[config.mk]
export PLATFORM = sky130hd
export DESIGN_NAME = mmb_ctrl
export DESIGN_NICKNAME = d
export VERILOG_FILES = /design/src/rtl/core/mmb_pkg.sv /design/src/rtl/core/mmb_ctrl.sv
export SDC_FILE = /design/constraint.sdc
export NUM_CORES = 1
export LEC_CHECK = 0
export ABC_CLOCK_PERIOD_IN_PS = 6000
export BUFFER_PORTS_ARGS = -buffer_cell sky130_fd_sc_hd__buf_4
export CAP_MARGIN = 15
export CORE_ASPECT_RATIO = 1.1
export CORE_MARGIN = 1
export CORE_UTILIZATION = 35
export DETAILED_ROUTE_END_ITERATION = 6
export REMOVE_ABC_BUFFERS = 1
export SLEW_MARGIN = 20
export SYNTH_ARGS = -nofsm -noshare
export SYNTH_HDL_FRONTEND = slang
export SYNTH_SLANG_ARGS = --single-unit
export TNS_END_PERCENT = 1
[constraint.sdc]
create_clock -name clk -period 6 [get_ports clk]
set_input_delay 0.6 -clock clk [delete_from_list [all_inputs] [get_ports clk]]
set_output_delay 0.6 -clock clk [all_outputs]
set_load 0.05 [all_outputs]
[src/rtl/core/mmb_pkg.sv]
package mmb_pkg;

  // fixed field widths
  localparam int DATA_W     = 32;
  localparam int POS_W      = 3;
  localparam int DIM_W      = 4;
  localparam int CFG_IDX_W  = 3;
  localparam int CFG_DATA_W = 4;

  // request kinds
  localparam logic [1:0] KIND_LOAD_A    = 2'd0;
  localparam logic [1:0] KIND_LOAD_B    = 2'd1;
  localparam logic [1:0] KIND_LOAD_BIAS = 2'd2;
  localparam logic [1:0] KIND_START     = 2'd3;

  // product modes
  localparam logic [1:0] MODE_AB  = 2'd0;
  localparam logic [1:0] MODE_ABT = 2'd1;
  localparam logic [1:0] MODE_ATB = 2'd2;

  // result status codes
  localparam logic [1:0] STAT_OK    = 2'd0;
  localparam logic [1:0] STAT_SHAPE = 2'd1;
  localparam logic [1:0] STAT_RANGE = 2'd2;

  // register indexes
  localparam logic [CFG_IDX_W-1:0] REG_OP_MODE  = 3'd0;
  localparam logic [CFG_IDX_W-1:0] REG_ADD_BIAS = 3'd1;
  localparam logic [CFG_IDX_W-1:0] REG_A_ROWS   = 3'd2;
  localparam logic [CFG_IDX_W-1:0] REG_A_COLS   = 3'd3;
  localparam logic [CFG_IDX_W-1:0] REG_B_ROWS   = 3'd4;
  localparam logic [CFG_IDX_W-1:0] REG_B_COLS   = 3'd5;

  typedef enum logic [2:0] {
    ST_IDLE  = 3'b001,
    ST_RUN   = 3'b010,
    ST_DRAIN = 3'b100
  } state_t;

  typedef struct packed {
    logic [1:0]              kind;
    logic [POS_W-1:0]        elem_row;
    logic [POS_W-1:0]        elem_col;
    logic signed [DATA_W-1:0] elem_value;
  } mmb_in_t;

  typedef struct packed {
    logic [POS_W-1:0]        out_row;
    logic [POS_W-1:0]        out_col;
    logic signed [DATA_W-1:0] out_value;
    logic [1:0]              status;
    logic                    saturated;
    logic                    last;
  } mmb_out_t;

  // controller to datapath
  typedef struct packed {
    logic             wr_a;
    logic             wr_b;
    logic             wr_bias;
    logic             err_valid;
    logic [1:0]       err_code;
    logic             issue;
    logic [1:0]       mode;
    logic             bias_en;
    logic [POS_W-1:0] i;
    logic [POS_W-1:0] j;
    logic [POS_W-1:0] k;
    logic             first;
    logic             lastk;
    logic             last_elem;
  } mmb_cmd_t;

  // datapath to controller
  typedef struct packed {
    logic pipe_idle;
  } mmb_stat_t;

endpackage

[src/rtl/core/mmb_ctrl.sv]
module mmb_ctrl #(
  parameter int MAX_DIM = 8
) (
  input  logic                                clk,
  input  logic                                rst_n,
  input  logic                                start,
  input  mmb_pkg::mmb_in_t                    in_data,
  input  logic                                cfg_we,
  input  logic [mmb_pkg::CFG_IDX_W-1:0]       cfg_index,
  input  logic [mmb_pkg::CFG_DATA_W-1:0]      cfg_wdata,
  input  mmb_pkg::mmb_stat_t                  stat,
  output logic                                busy,
  output mmb_pkg::mmb_cmd_t                   cmd
);

  localparam logic [mmb_pkg::DIM_W-1:0] MAX_D = mmb_pkg::DIM_W'(MAX_DIM);

  mmb_pkg::state_t state_r, state_nxt;

  logic [1:0]                  op_mode_r;
  logic                        add_bias_r;
  logic [mmb_pkg::DIM_W-1:0]   a_rows_r, a_cols_r, b_rows_r, b_cols_r;

  logic [1:0]                  mode_r, mode_nxt;
  logic                        bias_en_r, bias_en_nxt;
  logic [mmb_pkg::DIM_W-1:0]   inner_r, inner_nxt, rr_r, rr_nxt, rc_r, rc_nxt;
  logic [mmb_pkg::POS_W-1:0]   i_r, i_nxt, j_r, j_nxt, k_r, k_nxt;

  logic [mmb_pkg::DIM_W-1:0]   lim_r, lim_c, res_r, res_c, inner_sel;
  logic                        res_ok, shape_ok, inner_ok, load_ok;
  logic [mmb_pkg::DIM_W-1:0]   row_x, col_x;
  logic                        k_end, j_end, i_end;

  function automatic logic dim_ok(input logic [mmb_pkg::DIM_W-1:0] d);
    dim_ok = (d != '0) && (d <= MAX_D);
  endfunction

  // configuration registers
  always_ff @(posedge clk) begin
    if (!rst_n) begin
      op_mode_r  <= mmb_pkg::MODE_AB;
      add_bias_r <= 1'b0;
      a_rows_r   <= 4'd1;
      a_cols_r   <= 4'd1;
      b_rows_r   <= 4'd1;
      b_cols_r   <= 4'd1;
    end else if (cfg_we) begin
      case (cfg_index)
        mmb_pkg::REG_OP_MODE:  op_mode_r  <= cfg_wdata[1:0];
        mmb_pkg::REG_ADD_BIAS: add_bias_r <= cfg_wdata[0];
        mmb_pkg::REG_A_ROWS:   a_rows_r   <= cfg_wdata;
        mmb_pkg::REG_A_COLS:   a_cols_r   <= cfg_wdata;
        mmb_pkg::REG_B_ROWS:   b_rows_r   <= cfg_wdata;
        mmb_pkg::REG_B_COLS:   b_cols_r   <= cfg_wdata;
        default: ;
      endcase
    end
  end

  // result shape and inner length of the current mode
  always_comb begin
    res_ok    = 1'b1;
    res_r     = a_rows_r;
    res_c     = b_cols_r;
    inner_sel = a_cols_r;
    inner_ok  = (a_cols_r == b_rows_r);
    case (op_mode_r)
      mmb_pkg::MODE_AB: begin
        res_r = a_rows_r; res_c = b_cols_r;
        inner_sel = a_cols_r; inner_ok = (a_cols_r == b_rows_r);
      end
      mmb_pkg::MODE_ABT: begin
        res_r = a_rows_r; res_c = b_rows_r;
        inner_sel = a_cols_r; inner_ok = (a_cols_r == b_cols_r);
      end
      mmb_pkg::MODE_ATB: begin
        res_r = a_cols_r; res_c = b_cols_r;
        inner_sel = a_rows_r; inner_ok = (a_rows_r == b_rows_r);
      end
      default: begin
        res_ok = 1'b0; inner_ok = 1'b0;
      end
    endcase
    shape_ok = dim_ok(a_rows_r) && dim_ok(a_cols_r) && dim_ok(b_rows_r)
               && dim_ok(b_cols_r) && inner_ok && res_ok;
  end

  // load bounds check
  always_comb begin
    row_x = {1'b0, in_data.elem_row};
    col_x = {1'b0, in_data.elem_col};
    lim_r = a_rows_r;
    lim_c = a_cols_r;
    case (in_data.kind)
      mmb_pkg::KIND_LOAD_A: begin lim_r = a_rows_r; lim_c = a_cols_r; end
      mmb_pkg::KIND_LOAD_B: begin lim_r = b_rows_r; lim_c = b_cols_r; end
      default:              begin lim_r = res_r;    lim_c = res_c;    end
    endcase
    load_ok = (row_x < lim_r) && (col_x < lim_c) && (row_x < MAX_D) && (col_x < MAX_D)
              && ((in_data.kind != mmb_pkg::KIND_LOAD_BIAS) || res_ok);
  end

  // loop ends
  assign k_end = ({1'b0, k_r} == inner_r - 4'd1);
  assign j_end = ({1'b0, j_r} == rc_r - 4'd1);
  assign i_end = ({1'b0, i_r} == rr_r - 4'd1);

  // sequencer
  always_comb begin
    state_nxt   = state_r;
    mode_nxt    = mode_r;
    bias_en_nxt = bias_en_r;
    inner_nxt   = inner_r;
    rr_nxt      = rr_r;
    rc_nxt      = rc_r;
    i_nxt       = i_r;
    j_nxt       = j_r;
    k_nxt       = k_r;
    cmd         = '0;
    cmd.mode    = mode_r;
    cmd.bias_en = bias_en_r;
    cmd.i       = i_r;
    cmd.j       = j_r;
    cmd.k       = k_r;
    case (state_r)
      mmb_pkg::ST_IDLE: begin
        if (start) begin
          if (in_data.kind == mmb_pkg::KIND_START) begin
            if (shape_ok) begin
              mode_nxt    = op_mode_r;
              bias_en_nxt = add_bias_r;
              inner_nxt   = inner_sel;
              rr_nxt      = res_r;
              rc_nxt      = res_c;
              i_nxt       = '0;
              j_nxt       = '0;
              k_nxt       = '0;
              state_nxt   = mmb_pkg::ST_RUN;
            end else begin
              cmd.err_valid = 1'b1;
              cmd.err_code  = mmb_pkg::STAT_SHAPE;
            end
          end else if (load_ok) begin
            cmd.wr_a    = (in_data.kind == mmb_pkg::KIND_LOAD_A);
            cmd.wr_b    = (in_data.kind == mmb_pkg::KIND_LOAD_B);
            cmd.wr_bias = (in_data.kind == mmb_pkg::KIND_LOAD_BIAS);
          end else begin
            cmd.err_valid = 1'b1;
            cmd.err_code  = mmb_pkg::STAT_RANGE;
          end
        end
      end
      mmb_pkg::ST_RUN: begin
        cmd.issue     = 1'b1;
        cmd.first     = (k_r == '0);
        cmd.lastk     = k_end;
        cmd.last_elem = k_end && j_end && i_end;
        if (!k_end) begin
          k_nxt = k_r + 3'd1;
        end else begin
          k_nxt = '0;
          if (!j_end) begin
            j_nxt = j_r + 3'd1;
          end else begin
            j_nxt = '0;
            if (!i_end) begin
              i_nxt = i_r + 3'd1;
            end else begin
              state_nxt = mmb_pkg::ST_DRAIN;
            end
          end
        end
      end
      mmb_pkg::ST_DRAIN: begin
        if (stat.pipe_idle) begin
          state_nxt = mmb_pkg::ST_IDLE;
        end
      end
      default: state_nxt = mmb_pkg::ST_IDLE;
    endcase
  end

  always_ff @(posedge clk) begin
    if (!rst_n) begin
      state_r <= mmb_pkg::ST_IDLE;
    end else begin
      state_r <= state_nxt;
    end
  end

  always_ff @(posedge clk) begin
    mode_r    <= mode_nxt;
    bias_en_r <= bias_en_nxt;
    inner_r   <= inner_nxt;
    rr_r      <= rr_nxt;
    rc_r      <= rc_nxt;
    i_r       <= i_nxt;
    j_r       <= j_nxt;
    k_r       <= k_nxt;
  end

  assign busy = (state_r != mmb_pkg::ST_IDLE);

endmodule

==> results_dict.tcl <==
set metrics [dict create \
    status "finished clean" \
    min_to "bias_en_r$_DFFE_PP_" \
    die_h_um 97.1 \
    grt_max_degree 25 \
    fin_crit_ns 4.07 \
    yosys.area.top_type_share_pct 25.1 \
    synth_ff_type "edfxtp_1" \
    yosys.area.top_type "edfxtp_1" \
    synth_adder_area_share_pct 4.78 \
    setup_viol_count_final 0 \
    max_cap_violations 0 \
    critPathLaunchType "flip-flop" \
    clk_pin_slew_worst_paths_ns 0.08 \
    hold_buffers 0 \
    skew_ns 0.00765 \
    cts_sinks 46 \
    globalRouteMet2Util_pct 24.5 \
    antenna_cells 0 \
    num_io_pins 75 \
    layout.nets 399 \
    async_flop_share_pct 0 \
    cellPowerDensity_nw_per_um2 197 \
    cts_resized 0 \
    cp_data_required_time_ns 5.40 \
    ant_nets 0 \
    slowest_delay_ns 0.51 \
    hold_start "add_bias_r$_SDFFE_PN0P_" \
    synth.area.top_cells "edfxtp_1 25%, dfxtp_1 15%, mux2i_1 9.0%" \
    critical_path_arrival_ns 3.47 \
    drc 0 \
    r2r_cells 6 \
    die_w_um 88.4 \
    start_util_pct 36.2 \
    netlist_area_um2 2880 \
    power.leakage_nw 1.35 \
    ys_types 42 \
    synth_edf_count 24 \
    firstDrtPassIters 4 \
    avgSynthCellArea_um2 9.49 \
    area_growth_pct 16.2 \
    drive_above_1_share_pct 17.2 \
    regToRegSetupSlack_ns 3.04 \
    peakVddDrop_mv 0.0871 \
    synth_top_family_by_area "simple AND/OR/NAND/NOR gates" \
    muxShareOfSynthArea_pct 11.5 \
    rr_startpoint "op_mode_r[1]$_SDFFE_PN0P_" \
    grt_pass1_vias 2088 \
    drt-total-wl_um 6250 \
    crit_path_top_delay_cell "nor2b_1" \
    synthMostInstantiatedCell "nand2_1" \
    fmax_ghz 0.246 \
    grt_use_met1_pct 20.3 \
    drt_iter0_drc 81 \
    grtUsageMet3_pct 2.89 \
    postCtsSetupBuffers 0 \
    dp_cells 437 \
    cts_tree "done" \
    finalSetupTns_ns 0 \
    core_area_um2 7960 \
    antenna_found_initial 0 \
    cts_buffers 5 \
    path_delay_family "simple AND/OR/NAND/NOR gates" \
    synth_seq_cells 46 \
    via_count 2220 \
    critPathMaxFanout 9 \
    via_per_inst 4.99 \
    hold_viol 0 \
    hold_path.class "reg2reg" \
    grt_use_total_pct 15.6 \
    synth_seq_area_share_pct 40.4 \
    globalplace.congestion 0.790 \
    port_buffers 42 \
    root_buffer "clkbuf_8" \
    cpMostUsedCell "nand2_1" \
    end_kind "output pin" \
    synth_commonest_cells "33 x nand2_1, 26 x mux2i_1, 24 x edfxtp_1" \
    rsz0062_at_grt "false" \
    total_power_uw 659 \
    grt_pass1_wl_um 10400 \
    clockBufferDepth 2 \
    clk_latency_ns 0.30 \
    syn_inst 303 \
    period_share_pct 67.8 \
    hold_path_depth 0 \
    routedWlPerCell_um 14.0 \
    path_buf_inv 1 \
    tightest_slew_ns 0.934 \
    synth_xor_area_share_pct 9.13 \
    grt-ovfl-total 0 \
    crit_type "reg2out" \
    path_cells "nor2b_1 > nand2_1 > nand2_1 > a21oi_1 > ha_1 > a2111oi_0 > o21a_1 > o32a_1 > nand3_1 > nor4_1 > buf_4" \
    rows 34 \
    htree_levels 2 \
    die_area_um2 8590 \
    top_usage_layer "met2" \
    yosysWarnings 0 \
    reg2reg_to "i_r[1]$_SDFFCE_PN0P_" \
    synth_compound_area_share_pct 9.53 \
    finalNonFillerCells 445 \
    dp_hpwl_um 4800 \
    synth-simple-area-share_pct 19.9 \
    slew_headroom_pct 36.1 \
    drv_slew 0 \
]
## logic make-up (layout without fill, tap and decap cells)
kind of cell | Yosys count | in the layout
simple gates | 116 | 116
flops | 46 | 46
compound gates | 37 | 37
mux | 32 | 32
buf+inv | 31 | 65
xor+xnor | 30 | 30
fa+ha+maj | 11 | 11
## metal layers
layer  vias to the layer above  share of wire, %
met5                         -                 0
met4                         0               2.7
met3                        15               3.9
met2                        62                48
met1                      1018                46
li1                       1125                 -
## state kept, by name, indices dropped and copies added (netlist names), 2 cells and up
name       cells
a_cols_r       4
a_rows_r       4
b_cols_r       4
b_rows_r       4
i_r            3
inner_r        4
j_r            3
k_r            3
mode_r         2
op_mode_r      2
rc_r           4
rr_r           4
state_r        3
## power breakdown
part	switching (mW)	internal, mW
Sequential	0.0115	0.341
Clock	0.0991	0.0844
Combinational	0.0736	0.0490
Total	0.184	0.475
## stage by stage
step | util (%) | setup WS [ns] | hold slack, ns | instance area (µm²)
after global routing | 42.0 | 1.60 | 0.467 | 3340
after floorplan | - | 1.79 | 0.408 | 2790
after detailed placement | 40.9 | 2.32 | 0.435 | 3260
final | 42.0 | 1.93 | 0.446 | 3340
after CTS | 41.9 | 1.97 | 0.455 | 3340
after global placement | 40.9 | 2.35 | 0.434 | 3260
## area by class of cell
type | count | area (µm²)
clock buffers | 8 | 81.3
well taps | 108 | 135
multi-input cells | 226 | 1590
inverters | 14 | 52.6
flip-flops and latches | 46 | 1160
repair buffers | 43 | 323
fillers | 773 | 4610
## worst max-delay path by stage
stage                                   start  endpoint  cells past startpoint
CTS                 op_mode_r[1]$_SDFFE_PN0P_   cmd[19]                     11
global route        op_mode_r[1]$_SDFFE_PN0P_   cmd[19]                     11
detailed placement  op_mode_r[1]$_SDFFE_PN0P_   cmd[19]                     11
floorplan           op_mode_r[0]$_SDFFE_PN0P_   cmd[19]                      9
global placement    op_mode_r[1]$_SDFFE_PN0P_   cmd[19]                     11
finish              op_mode_r[1]$_SDFFE_PN0P_   cmd[19]                     11
## cell usage in the layout (no fill, tap or decap), types with 2 or more instances in the layout
cell / count
buf_4: 43
nand2_1: 33
mux2i_1: 26
edfxtp_1: 24
dfxtp_1: 22
nor2_1: 21
nor2b_1: 21
xnor2_1: 19
nor3_1: 16
inv_1: 14
xor2_1: 11
ha_1: 11
nand3_1: 8
a21oi_1: 8
o21ai_0: 6
mux2_2: 5
clkbuf_8: 5
o21a_1: 4
a31oi_1: 4
and2_1: 4
nand2b_1: 3
o211ai_1: 3
nand4_1: 2
nor4_1: 2
a2111oi_0: 2
a221oi_1: 2
nor3b_1: 2
clkbuf_1: 2
No activity file was read; power rests on OpenSTA's default activity.
